`src/rtl/mqtt_receive_deframer_keepalive_defines.svh`:
```
// Assertion macros shared by the deframer RTL.
// Each macro expects signals named clk and rst in the enclosing module.
`ifndef MQTT_RECEIVE_DEFRAMER_KEEPALIVE_DEFINES_SVH
`define MQTT_RECEIVE_DEFRAMER_KEEPALIVE_DEFINES_SVH

// The condition must hold at every clock edge outside reset.
`define MQTTRD_ASSERT_ALWAYS(label, cond, msg) \
  label: assert property (@(posedge clk) disable iff (rst) (cond)) else $error(msg);

// The antecedent implies the consequent in the same cycle.
`define MQTTRD_ASSERT_IMPLIES(label, ante, cons, msg) \
  label: assert property (@(posedge clk) disable iff (rst) (ante) |-> (cons)) \
    else $error(msg);

// The antecedent implies the consequent in the next cycle.
`define MQTTRD_ASSERT_NEXT(label, ante, cons, msg) \
  label: assert property (@(posedge clk) disable iff (rst) (ante) |=> (cons)) \
    else $error(msg);

`endif

```
`src/rtl/mqttrd_pkg.sv`:
```
`timescale 1ns / 1ps

package mqttrd_pkg;

  // Operation codes of an input transaction.
  localparam logic [1:0] OP_RX      = 2'd0;
  localparam logic [1:0] OP_TICK    = 2'd1;
  localparam logic [1:0] OP_SENT    = 2'd2;
  localparam logic [1:0] OP_RESTART = 2'd3;

  // Result kinds.
  localparam logic [2:0] KIND_TOPIC     = 3'd0;
  localparam logic [2:0] KIND_PAYLOAD   = 3'd1;
  localparam logic [2:0] KIND_PINGREQ   = 3'd2;
  localparam logic [2:0] KIND_PINGRESP  = 3'd3;
  localparam logic [2:0] KIND_LINK_LOST = 3'd4;
  localparam logic [2:0] KIND_EMPTY_END = 3'd5;

  // MQTT control packet types (high nibble of the fixed header).
  localparam logic [3:0] TYPE_PUBLISH  = 4'h3;
  localparam logic [3:0] TYPE_PINGREQ  = 4'hC;
  localparam logic [3:0] TYPE_PINGRESP = 4'hD;

  // Configuration register indexes and reset values.
  localparam logic [1:0] REG_KEEPALIVE  = 2'd0;
  localparam logic [1:0] REG_MAX_PACKET = 2'd1;
  localparam logic [1:0] REG_MAX_TOPIC  = 2'd2;

  localparam logic [15:0] KEEPALIVE_RESET  = 16'd15;
  localparam logic [15:0] MAX_PACKET_RESET = 16'd128;
  localparam logic [15:0] MAX_TOPIC_RESET  = 16'd64;

  // Remaining length of a four digit varint.
  localparam int REM_W = 28;

  typedef struct packed {
    logic        valid;
    logic [2:0]  kind;
    logic [7:0]  data_byte;
    logic [15:0] topic_length;
    logic        message_end;
  } result_t;

  // Events the parser hands to the keepalive supervisor.
  typedef struct packed {
    logic clear_in;
    logic ping_clear;
  } rx_evt_t;

  // Everything the keepalive supervisor needs for one transaction.
  typedef struct packed {
    logic    restart;
    logic    tick;
    logic    sent;
    rx_evt_t rx;
  } ka_evt_t;

endpackage

```
`src/rtl/mqttrd_parser.sv`:
```
`timescale 1ns / 1ps

module mqttrd_parser (
  input  logic                    clk,
  input  logic                    rst,
  input  logic                    restart,
  input  logic                    active,
  input  logic [7:0]              rx_byte,
  input  logic [15:0]             max_packet_bytes,
  input  logic [15:0]             max_topic_bytes,
  output mqttrd_pkg::result_t     res,
  output mqttrd_pkg::rx_evt_t     evt
);

  typedef enum logic [2:0] {
    PH_HEADER  = 3'd0,
    PH_LENGTH  = 3'd1,
    PH_TLEN_HI = 3'd2,
    PH_TLEN_LO = 3'd3,
    PH_DATA    = 3'd4,
    PH_BODY    = 3'd5
  } phase_t;

  localparam int RW = mqttrd_pkg::REM_W;

  phase_t        phase, phase_next;
  logic [3:0]    packet_kind, packet_kind_next;
  logic [2:0]    length_digits, length_digits_next;
  logic [RW-1:0] remaining_bytes, remaining_bytes_next;
  logic [15:0]   topic_len_held, topic_len_held_next;
  logic [15:0]   topic_bytes_left, topic_bytes_left_next;
  logic          discard_packet, discard_packet_next;

  logic [RW-1:0] rem_dec;
  logic [RW-1:0] rem_or;
  logic [RW:0]   total;
  logic [2:0]    digits_inc;
  logic [15:0]   tl_full;
  logic          over;
  logic          publish;

  assign rem_dec    = remaining_bytes - RW'(1);
  assign digits_inc = length_digits + 3'd1;
  assign tl_full    = {topic_len_held[15:8], rx_byte};
  assign publish    = (packet_kind == mqttrd_pkg::TYPE_PUBLISH);

  always_comb begin
    case (length_digits[1:0])
      2'd0:    rem_or = remaining_bytes | {21'd0, rx_byte[6:0]};
      2'd1:    rem_or = remaining_bytes | {14'd0, rx_byte[6:0], 7'd0};
      2'd2:    rem_or = remaining_bytes | {7'd0, rx_byte[6:0], 14'd0};
      default: rem_or = remaining_bytes | {rx_byte[6:0], 21'd0};
    endcase
  end

  assign total = {1'b0, rem_or} + (RW+1)'(digits_inc) + (RW+1)'(1);
  assign over  = total > (RW+1)'(max_packet_bytes);

  always_comb begin
    phase_next            = phase;
    packet_kind_next      = packet_kind;
    length_digits_next    = length_digits;
    remaining_bytes_next  = remaining_bytes;
    topic_len_held_next   = topic_len_held;
    topic_bytes_left_next = topic_bytes_left;
    discard_packet_next   = discard_packet;
    res                   = '0;
    evt                   = '0;

    if (active) begin
      case (phase)
        PH_HEADER: begin
          packet_kind_next     = rx_byte[7:4];
          length_digits_next   = 3'd0;
          remaining_bytes_next = '0;
          discard_packet_next  = 1'b0;
          phase_next           = PH_LENGTH;
        end
        PH_LENGTH: begin
          remaining_bytes_next = rem_or;
          length_digits_next   = digits_inc;
          if (!rx_byte[7] || digits_inc[2]) begin
            discard_packet_next = over;
            if (rem_or == '0) begin
              phase_next = PH_HEADER;
              if (over) begin
                discard_packet_next = 1'b0;
              end else begin
                // A complete packet with no body.
                evt.clear_in = 1'b1;
                if (!publish) begin
                  if (packet_kind == mqttrd_pkg::TYPE_PINGREQ) begin
                    res.valid = 1'b1;
                    res.kind  = mqttrd_pkg::KIND_PINGRESP;
                  end
                  evt.ping_clear = (packet_kind == mqttrd_pkg::TYPE_PINGRESP);
                end
              end
            end else begin
              phase_next = (!over && publish) ? PH_TLEN_HI : PH_BODY;
            end
          end
        end
        PH_TLEN_HI: begin
          topic_len_held_next  = {rx_byte, 8'd0};
          remaining_bytes_next = rem_dec;
          if (rem_dec == '0) begin
            phase_next   = PH_HEADER;
            evt.clear_in = 1'b1;
          end else begin
            phase_next = PH_TLEN_LO;
          end
        end
        PH_TLEN_LO: begin
          topic_len_held_next  = tl_full;
          remaining_bytes_next = rem_dec;
          if (tl_full > max_topic_bytes || RW'(tl_full) > rem_dec) begin
            if (rem_dec == '0) begin
              phase_next   = PH_HEADER;
              evt.clear_in = 1'b1;
            end else begin
              phase_next = PH_BODY;
            end
          end else if (rem_dec == '0) begin
            phase_next       = PH_HEADER;
            evt.clear_in     = 1'b1;
            res.valid        = 1'b1;
            res.kind         = mqttrd_pkg::KIND_EMPTY_END;
            res.topic_length = tl_full;
            res.message_end  = 1'b1;
          end else begin
            topic_bytes_left_next = tl_full;
            phase_next            = PH_DATA;
          end
        end
        PH_DATA: begin
          res.valid        = 1'b1;
          res.data_byte    = rx_byte;
          res.topic_length = topic_len_held;
          if (topic_bytes_left != 16'd0) begin
            res.kind              = mqttrd_pkg::KIND_TOPIC;
            topic_bytes_left_next = topic_bytes_left - 16'd1;
          end else begin
            res.kind = mqttrd_pkg::KIND_PAYLOAD;
          end
          remaining_bytes_next = rem_dec;
          if (rem_dec == '0) begin
            res.message_end = 1'b1;
            phase_next      = PH_HEADER;
            evt.clear_in    = 1'b1;
          end
        end
        PH_BODY: begin
          if (remaining_bytes != '0) begin
            remaining_bytes_next = rem_dec;
          end
          if (remaining_bytes <= RW'(1)) begin
            phase_next = PH_HEADER;
            if (discard_packet) begin
              discard_packet_next = 1'b0;
            end else begin
              evt.clear_in   = 1'b1;
              evt.ping_clear = (packet_kind == mqttrd_pkg::TYPE_PINGRESP);
              if (packet_kind == mqttrd_pkg::TYPE_PINGREQ) begin
                res.valid = 1'b1;
                res.kind  = mqttrd_pkg::KIND_PINGRESP;
              end
            end
          end
        end
        default: begin
          phase_next = PH_HEADER;
        end
      endcase
    end
  end

  always_ff @(posedge clk) begin
    if (rst || restart) begin
      phase            <= PH_HEADER;
      packet_kind      <= 4'd0;
      length_digits    <= 3'd0;
      remaining_bytes  <= '0;
      topic_len_held   <= 16'd0;
      topic_bytes_left <= 16'd0;
      discard_packet   <= 1'b0;
    end else begin
      phase            <= phase_next;
      packet_kind      <= packet_kind_next;
      length_digits    <= length_digits_next;
      remaining_bytes  <= remaining_bytes_next;
      topic_len_held   <= topic_len_held_next;
      topic_bytes_left <= topic_bytes_left_next;
      discard_packet   <= discard_packet_next;
    end
  end

endmodule

```
`src/rtl/mqttrd_keepalive.sv`:
```
`timescale 1ns / 1ps

module mqttrd_keepalive (
  input  logic                  clk,
  input  logic                  rst,
  input  mqttrd_pkg::ka_evt_t   evt,
  input  logic [15:0]           keepalive_seconds,
  output mqttrd_pkg::result_t   res,
  output logic                  link_down
);

  logic [15:0] seconds_since_in, seconds_since_in_next;
  logic [15:0] seconds_since_out, seconds_since_out_next;
  logic        ping_pending, ping_pending_next;
  logic        link_down_next;
  logic [15:0] in_inc;
  logic [15:0] out_inc;

  // Both idle counters saturate at full scale.
  assign in_inc  = (seconds_since_in == 16'hFFFF) ? seconds_since_in : seconds_since_in + 16'd1;
  assign out_inc = (seconds_since_out == 16'hFFFF) ? seconds_since_out
                                                   : seconds_since_out + 16'd1;

  always_comb begin
    seconds_since_in_next  = seconds_since_in;
    seconds_since_out_next = seconds_since_out;
    ping_pending_next      = ping_pending;
    link_down_next         = link_down;
    res                    = '0;

    if (evt.tick) begin
      seconds_since_in_next  = in_inc;
      seconds_since_out_next = out_inc;
      if (in_inc > keepalive_seconds || out_inc > keepalive_seconds) begin
        res.valid = 1'b1;
        if (ping_pending) begin
          link_down_next = 1'b1;
          res.kind       = mqttrd_pkg::KIND_LINK_LOST;
        end else begin
          seconds_since_in_next  = 16'd0;
          seconds_since_out_next = 16'd0;
          ping_pending_next      = 1'b1;
          res.kind               = mqttrd_pkg::KIND_PINGREQ;
        end
      end
    end
    if (evt.sent) begin
      seconds_since_out_next = 16'd0;
    end
    if (evt.rx.clear_in) begin
      seconds_since_in_next = 16'd0;
    end
    if (evt.rx.ping_clear) begin
      ping_pending_next = 1'b0;
    end
  end

  always_ff @(posedge clk) begin
    if (rst || evt.restart) begin
      seconds_since_in  <= 16'd0;
      seconds_since_out <= 16'd0;
      ping_pending      <= 1'b0;
      link_down         <= 1'b0;
    end else begin
      seconds_since_in  <= seconds_since_in_next;
      seconds_since_out <= seconds_since_out_next;
      ping_pending      <= ping_pending_next;
      link_down         <= link_down_next;
    end
  end

endmodule

```
`src/rtl/mqtt_receive_deframer_keepalive.sv`:
```
`timescale 1ns / 1ps
// Channel   Direction  Handshake            Payload
// in        input      in_valid / in_stall  op, rx_byte
// out       output     out_valid / out_stall kind, data_byte, topic_length, message_end
// cfg       input      cfg_we (no wait)     cfg_index, cfg_data
//
// One input transaction is taken per cycle while in_stall is low, the rate set by
// the single pass of parser and keepalive logic between the state registers and
// the output register; a result, if any, is registered there or in the skid register.
// Reset is synchronous and returns every parser and keepalive register to its idle
// value and the configuration registers to their defaults.
// A skid register behind the output register lets one more transaction in while a
// result waits; in_stall rises only when both are full.

`include "mqtt_receive_deframer_keepalive_defines.svh"

module mqtt_receive_deframer_keepalive (
  input  logic        clk,
  input  logic        rst,
  // Input channel.
  input  logic        in_valid,
  output logic        in_stall,
  input  logic [1:0]  op,
  input  logic [7:0]  rx_byte,
  // Output channel.
  output logic        out_valid,
  input  logic        out_stall,
  output logic [2:0]  kind,
  output logic [7:0]  data_byte,
  output logic [15:0] topic_length,
  output logic        message_end,
  // Configuration write port.
  input  logic        cfg_we,
  input  logic [1:0]  cfg_index,
  input  logic [15:0] cfg_data
);

  // Configuration registers.
  logic [15:0] keepalive_seconds;
  logic [15:0] max_packet_bytes;
  logic [15:0] max_topic_bytes;

  always_ff @(posedge clk) begin
    if (rst) begin
      keepalive_seconds <= mqttrd_pkg::KEEPALIVE_RESET;
      max_packet_bytes  <= mqttrd_pkg::MAX_PACKET_RESET;
      max_topic_bytes   <= mqttrd_pkg::MAX_TOPIC_RESET;
    end else if (cfg_we) begin
      case (cfg_index)
        mqttrd_pkg::REG_KEEPALIVE:  keepalive_seconds <= cfg_data;
        mqttrd_pkg::REG_MAX_PACKET: max_packet_bytes  <= cfg_data;
        mqttrd_pkg::REG_MAX_TOPIC:  max_topic_bytes   <= cfg_data;
        default: ;
      endcase
    end
  end

  // Decode of the accepted transaction. Once the link is declared lost, only a
  // restart has any effect.
  logic                accept;
  logic                link_down;
  logic                live;
  logic                rx_active;
  mqttrd_pkg::ka_evt_t ka_evt;
  mqttrd_pkg::rx_evt_t rx_evt;
  mqttrd_pkg::result_t par_res;
  mqttrd_pkg::result_t ka_res;
  mqttrd_pkg::result_t new_res;

  assign accept = in_valid && !in_stall;
  assign live   = accept && !link_down;

  always_comb begin
    rx_active      = 1'b0;
    ka_evt         = '0;
    case (op)
      mqttrd_pkg::OP_RX:      rx_active      = live;
      mqttrd_pkg::OP_TICK:    ka_evt.tick    = live;
      mqttrd_pkg::OP_SENT:    ka_evt.sent    = live;
      mqttrd_pkg::OP_RESTART: ka_evt.restart = accept;
      default: ;
    endcase
    ka_evt.rx = rx_evt;
  end

  mqttrd_parser u_parser (
    .clk              (clk),
    .rst              (rst),
    .restart          (ka_evt.restart),
    .active           (rx_active),
    .rx_byte          (rx_byte),
    .max_packet_bytes (max_packet_bytes),
    .max_topic_bytes  (max_topic_bytes),
    .res              (par_res),
    .evt              (rx_evt)
  );

  mqttrd_keepalive u_keepalive (
    .clk               (clk),
    .rst               (rst),
    .evt               (ka_evt),
    .keepalive_seconds (keepalive_seconds),
    .res               (ka_res),
    .link_down         (link_down)
  );

  // Only one of the two sources can answer a given transaction.
  assign new_res = par_res.valid ? par_res : ka_res;

  // Output register with a skid register behind it.
  mqttrd_pkg::result_t out_reg;
  mqttrd_pkg::result_t skid;
  logic                skid_valid;
  logic                take;

  assign take     = out_valid && !out_stall;
  assign in_stall = skid_valid;

  always_ff @(posedge clk) begin
    if (rst) begin
      out_valid  <= 1'b0;
      skid_valid <= 1'b0;
    end else if (take || !out_valid) begin
      if (skid_valid) begin
        out_valid  <= 1'b1;
        skid_valid <= 1'b0;
      end else begin
        out_valid <= new_res.valid;
      end
    end else if (new_res.valid) begin
      skid_valid <= 1'b1;
    end
  end

  always_ff @(posedge clk) begin
    if (take || !out_valid) begin
      out_reg <= skid_valid ? skid : new_res;
    end
    if (!skid_valid) begin
      skid <= new_res;
    end
  end

  assign kind         = out_reg.kind;
  assign data_byte    = out_reg.data_byte;
  assign topic_length = out_reg.topic_length;
  assign message_end  = out_reg.message_end;

  // Kinds that belong to a delivered publish message.
  logic msg_kind;

  assign msg_kind = kind inside {mqttrd_pkg::KIND_TOPIC, mqttrd_pkg::KIND_PAYLOAD,
                                 mqttrd_pkg::KIND_EMPTY_END};

  `MQTTRD_ASSERT_ALWAYS(a_single_source, !(par_res.valid && ka_res.valid), "two results at once")
  `MQTTRD_ASSERT_IMPLIES(a_skid_behind_out, skid_valid, out_valid, "skid full, output empty")
  `MQTTRD_ASSERT_IMPLIES(a_end_kind, out_valid && message_end, msg_kind, "bad end flag")
  `MQTTRD_ASSERT_IMPLIES(a_quiet_when_down, link_down, !new_res.valid, "result while link down")

endmodule

```
`config.mk`:
```
export PLATFORM = sky130hd
export DESIGN_NAME = mqtt_receive_deframer_keepalive
export DESIGN_NICKNAME = d
export VERILOG_FILES = /design/src/rtl/mqttrd_pkg.sv /design/src/rtl/mqttrd_parser.sv /design/src/rtl/mqttrd_keepalive.sv /design/src/rtl/mqtt_receive_deframer_keepalive.sv
export VERILOG_INCLUDE_DIRS = /design/src /design/src/rtl
export SDC_FILE = /design/constraint.sdc
export NUM_CORES = 1
export LEC_CHECK = 0
export BUFFER_PORTS_ARGS = -buffer_cell sky130_fd_sc_hd__buf_2
export CAP_MARGIN = 0
export CORE_AREA = 2 2 177 179
export DETAILED_ROUTE_END_ITERATION = 12
export DIE_AREA = 0 0 179 181
export SKIP_CTS_REPAIR_TIMING = 1
export SYNTH_ARGS = -nofsm -noshare
export SYNTH_HDL_FRONTEND = slang
export SYNTH_SLANG_ARGS = --single-unit
```
`constraint.sdc`:
```
create_clock -name clk -period 6.35 [get_ports clk]
set_input_delay 0.635 -clock clk [delete_from_list [all_inputs] [get_ports clk]]
set_output_delay 0.635 -clock clk [all_outputs]
set_load 0.01 [all_outputs]
```
### After elaboration in Yosys (flattened, before gate mapping)

Index checks and enable logic that the tools add are counted.

* flip-flop bits (word level): 211
* input port bits: 33
* logic and storage cells: 178

* add/subtract/negate cells: 7
* magnitude comparators: 6
* equality and inequality tests: 24
* muxes and demuxes: 65
* bitwise operators: 5
* reductions and logical operators: 46

Operator list (number)
* 16-bit 2-to-1 mux: 9
* 28-bit case mux with 4 select lines: 1
* 28-bit case mux with 3 select lines: 1
* 16-bit case mux with 2 select lines: 2
* 29-bit 2-to-1 mux: 2
* 28-bit logical NOT: 2
* 28-bit 2-to-1 mux: 2
* 16-bit greater-than comparator: 3
* 4-bit 2-to-1 mux: 11
* 17-bit 2-to-1 mux: 2
* 17-bit case mux with 2 select lines: 1
* 16-bit by 1-bit adder with 16-bit output (second input constant): 2
* 16-bit equality test (second input constant): 2
* 28-bit by 3-bit adder with 29-bit output: 1
* 29-bit by 1-bit adder with 29-bit output (second input constant): 1
* 29-bit by 16-bit greater-than comparator with 1-bit output: 1
* 16-bit by 28-bit greater-than comparator with 1-bit output: 1
* 28-bit by 1-bit <= comparator with 1-bit output (second input constant): 1
* 28-bit by 14-bit OR with 28-bit output: 1
* 28-bit by 21-bit OR with 28-bit output: 1
* 28-bit OR: 1
* 28-bit by 7-bit OR with 28-bit output: 1
* 28-bit nonzero test: 1
* 28-bit by 1-bit subtractor with 28-bit output (second input constant): 1
* other kinds (36): 102

### Logic depth before layout (Yosys ltp)

* depth in word-level cells: 12
* mapped depth: 24

### By module

From an unflattened synthesis, not the netlist that was laid out.

* cell total of the unflattened synthesis: 1792
* area, all modules: 14616.5 um^2

By module, submodules not included
* mqttrd_parser: times used 1, cells each 1060, area an instance 7534.7 um^2
* mqtt_receive_deframer_keepalive: times used 1, cells each 347, area an instance 4055.1 um^2
* mqttrd_keepalive: times used 1, cells each 385, area an instance 3026.7 um^2

### Least setup slack after synthesis

No wires, ideal clock.

* kind: reg-to-reg
* start: register u_parser.length_digits[0]
* end: register u_parser.phase[1]
* library setup time: 91 ps
* data arrival time: 5026 ps
* data required time: 6259 ps
* path slack: 1233 ps
* cell stages (with the launch flop): 25
* period minus slack after synthesis: 5117 ps
* cell sequence: dfxtp_1 inv_1 ha_1 buf_2 buf_2 buf_2 o31ai_1 a22oi_1 inv_1 fa_1 or3_1 a31oi_2 nand2_1 xor2_1 ha_1 a21oi_1 o21ai_0 a2111oi_0 a221oi_1 o41ai_1 o21a_1 o2111ai_1 nor4_2 nand2_1 a311oi_1

* cells in the longest elaborated chain, start to end: 11
* elaborated cells between the ends (all ways): 18
* classes of those cells: 3 x add/sub; 1 x order compare; 3 x eq/ne; 5 x mux; 6 x reduce/logical

RTL lines
* from (decl): line mqttrd_parser.sv:28 `logic [2:0] length_digits, length_digits_next;`
* from (signal assigned): line mqttrd_parser.sv:190 `length_digits <= length_digits_next;`
* 2-bit equality test, or another cell as far along: line mqttrd_parser.sv:48 `case (length_digits[1:0])`
* 28-bit case mux with 3 select lines: line mqttrd_parser.sv:48
* 28-bit by 3-bit adder with 29-bit output: line mqttrd_parser.sv:56 `assign total = {1'b0, rem_or} + (RW+1)'(digits_inc) + (RW+1)'(1);`
* 29-bit by 1-bit adder with 29-bit output: line mqttrd_parser.sv:56
* 29-bit by 16-bit greater-than comparator with 1-bit output: line mqttrd_parser.sv:57 `assign over = total > (RW+1)'(max_packet_bytes);`
* 1-bit logical NOT: line mqttrd_parser.sv:100 `phase_next = (!over && publish) ? PH_TLEN_HI : PH_BODY;`
* 1-bit logical AND: line mqttrd_parser.sv:100
* 3-bit 2-to-1 mux: line mqttrd_parser.sv:100
* 3-bit 2-to-1 mux: line mqttrd_parser.sv:84 `if (rem_or == '0) begin`
* 3-bit 2-to-1 mux: line mqttrd_parser.sv:82 `if (!rx_byte[7] || digits_inc[2]) begin`
* 3-bit case mux with 6 select lines: line mqttrd_parser.sv:71 `case (phase)`
* to (signal assigned): line mqttrd_parser.sv:188 `phase <= phase_next;`
* to (decl): line mqttrd_parser.sv:26 `phase_t phase, phase_next;`

Parallel ways exist; a longest one is shown, timed or not. The select of a mux whose other input is x is not followed.
A chain may end at the register's enable or synchronous reset.

### Worst setup path in the final report

Same ends and word-level chain as after synthesis.

==> flow_summary.ini <==
[logic_synthesis]
async_flop_share_pct = 0
yosysSeqAreaShare_pct = 33.3
ys_ff_latch = 211
syn_area_per_cell_um2 = 8.04
netlist_instances = 1683
synth_warnings = 0
syn_nets = 1809
ys.flop_type = dfxtp_1
synth.distinct_cells = 88
synth_edf_count = 28
syn-cell-area_um2 = 13500

[power_and_ir_drop]
p_per_area_nw_per_um2 = 230
ir_drop_v = 0.000175
p_leak_nw = 5.80

[sta]
fin_crit_sh_pct = 92.0
rsz0062_at_grt = no
hold_viol = 0
worst_slack_ns = 0.509
tightestPinTransition_ns = 1.13
relSlewSlack_pct = 24.3
tns_ns = 0
report.final.setup_viol = 0
skew_ns = 0.0164
drv_slew = 0
fin_crit_ns = 5.84
max_clock_freq_mhz = 171

[drt]
wire_per_inst_um = 19.1
via_per_inst = 5.89
route.detailed.drc = 0
antenna_left = 0
drt-initial-drc-count = 860
num_vias = 12400
first_pass_iters = 5
totalWireLength_um = 40200

[worst_setup_path]
crit_top_cell = nand2_1
start_kind = flip-flop
path_max_fanout = 25
critPathKind = flip-flop to flip-flop
max_stage_delay_ns = 0.56
crit_path_cell_trace = ha_2 -> o31ai_1 -> a22oi_1 -> inv_1 -> fa_1 -> or3_1 -> a31oi_2 -> nand2_1 -> xor2_1 -> ha_1 -> a21oi_1 -> o21ai_0 -> a2111oi_0 -> a221oi_1 -> o41ai_1 -> buf_4 -> o21a_1 -> o2111ai_1 -> nor4_2 -> nand2_1 -> a311oi_1
end_kind = flip-flop
cp_slowest_cell = ha_2
cp_data_required_time_ns = 6.80
worstPathArrival_ns = 6.29

[place]
dp_slack_ns = 0.574
dp_hpwl_um = 28700
dpl-instance-area_um2 = 14100
portBuffers = 62
dp_cells = 2059
gp_congestion = 0.900

[clock_network]
cts_buffer_depth = 3
tritoncts = built
cts.htree.levels = 1
cts.sinks = 211
clk_transition_reported_paths_ns = 0.06
cts-root-buf = clkbuf_16
cts_buffers = 25
clkLatencyLatePin_ns = 0.55

[floorplan]
die_area_um2 = 32400
fp.coreArea_um2 = 30300
initial_core_util_pct = 44.6
die_y_um = 181
die_w_um = 179
pin_count = 63
rows = 64

[grt]
overflow = 0
track_usage_pct = 24.7
grt_pass1_vias = 11700
grt_pass1_wl_um = 64100
grt_start_max_net_pins = 55
antenna_found_initial = 2

[run]
max-cap-violations = 0

[finish]
mostFrequentLayoutCell = nand2_1
layout_common_cells = nand2_1 (221), dfxtp_1 (183), nor2_1 (145)
synthToLayoutAreaGrowth_pct = 10.6
final_cell_area_um2 = 15000
fin_nets = 1816
layout.cells.non_filler = 2106
layout-drive-gt1-share_pct = 10.8

[hold_path]
min_path_type = primary input to flip-flop

[run_status]
status = finished clean
synth_stat cells (all sizes together), types with 5 or more instances:
library cell,instances,area [µm²]
nand2,222,841
dfxtp,183,3660
a21oi,146,738
nor2,145,544
ha,92,1150
inv,80,300
o21ai,77,385
clkbuf,76,285
nand3,67,345
xnor2,44,385
nor3,39,210
nand4,33,206
edfxtp,28,841
buf,27,181
a22oi,26,195
or3,24,170
a211oi,23,210
o31ai,23,178
mux2i,22,220
o22ai,21,131
a21o,19,143
a22o,19,166
nor2b,19,119
xor2,19,166
and3,18,113
nor4,18,176
nand2b,17,114
nand3b,14,105
o21a,13,97.6
o211ai,11,106
or2,11,68.8
a211o,9,78.8
a31oi,9,62.6
o221ai,8,70.1
and2,7,43.8
and4,6,52.6
or4,6,45.0
a31o,5,43.8
and3b,5,43.8
nand4b,5,58.8
power by group:
group          internal, mW  total, mW  switching, mW
logic                 0.163      0.478          0.315
registers              1.37       1.40         0.0273
clock network         0.955       1.57          0.612
registers in the layout (all words and copies together), names as in the netlist, 4 cells and up:
signal and cells:
topic_length 16, max_topic_bytes 16, keepalive_seconds 16, u_keepalive.seconds_since_in 16
skid 28, u_parser.remaining_bytes 28, u_keepalive.seconds_since_out 16, max_packet_bytes 16
u_parser.topic_bytes_left 16, data_byte 8, u_parser.packet_kind 4, u_parser.topic_len_held 16
worst paths after layout:
kind	startpoint	cells after the start	to	slack [ns]
worst min-delay path	cfg_data[6]	2	max_topic_bytes[6]	0.34
worst max-delay path	u_parser.length_digits[0]	21	u_parser.phase[1]	0.51
worst max register to register	u_parser.length_digits[0]	21	u_parser.phase[1]	0.51
worst min register to register	max_topic_bytes[5]	2	max_topic_bytes[5]	0.45
worst max-delay path, delay by kind of cell, from the launching register on:
kind / cells / cell delay [ns]
buffers and inverters: 2 / 0.34
AO/OA/AOI/OAI: 11 / 2.44
flip-flops: 1 / 0.46
adder cells (fa/ha/maj): 3 / 1.36
AND/OR/NAND/NOR: 4 / 0.96
XOR/XNOR: 1 / 0.18
routing by layer:
metal,GRT usage (%),vias up,routed length [µm]
li1,-,6080,-
met5,0,-,16
met4,7.58,2,1130
met3,4.15,86,2600
met2,39.1,363,18000
met1,34.2,5868,18500
final cells by class:
| type | count | area (µm²) |
|---|---|---|
| fillers | 2972 | 15400 |
| clock buffers | 30 | 664 |
| well taps | 396 | 495 |
| diodes | 1 | 2.50 |
| clock inverters | 16 | 231 |
| inverters | 80 | 300 |
| flip-flops and latches | 211 | 4500 |
| repair buffers | 83 | 468 |
| multi-input cells | 1289 | 8300 |
metrics by stage:
step / util [%] / hold WS, ns / total power, mW
finish: 49.3 / 0.345 / 3.44
global route: 49.3 / 0.353 / 3.58
CTS: 49.3 / 0.331 / 3.47
detailed placement: 46.4 / 0.447 / 1.89
global placement: 46.4 / 0.444 / 1.89
floorplan: - / 0.431 / 1.74
kinds of logic after synthesis:
kind of cell / after synthesis / share of synthesized area [%]
compound gates: 443 / 21.8
xor+xnor: 63 / 4.08
fa+ha+maj: 93 / 8.65
buf+inv: 183 / 5.67
flops: 211 / 33.3
mux: 24 / 1.79
simple gates: 666 / 24.7
Note: power is estimated with default switching activity, not from simulation.
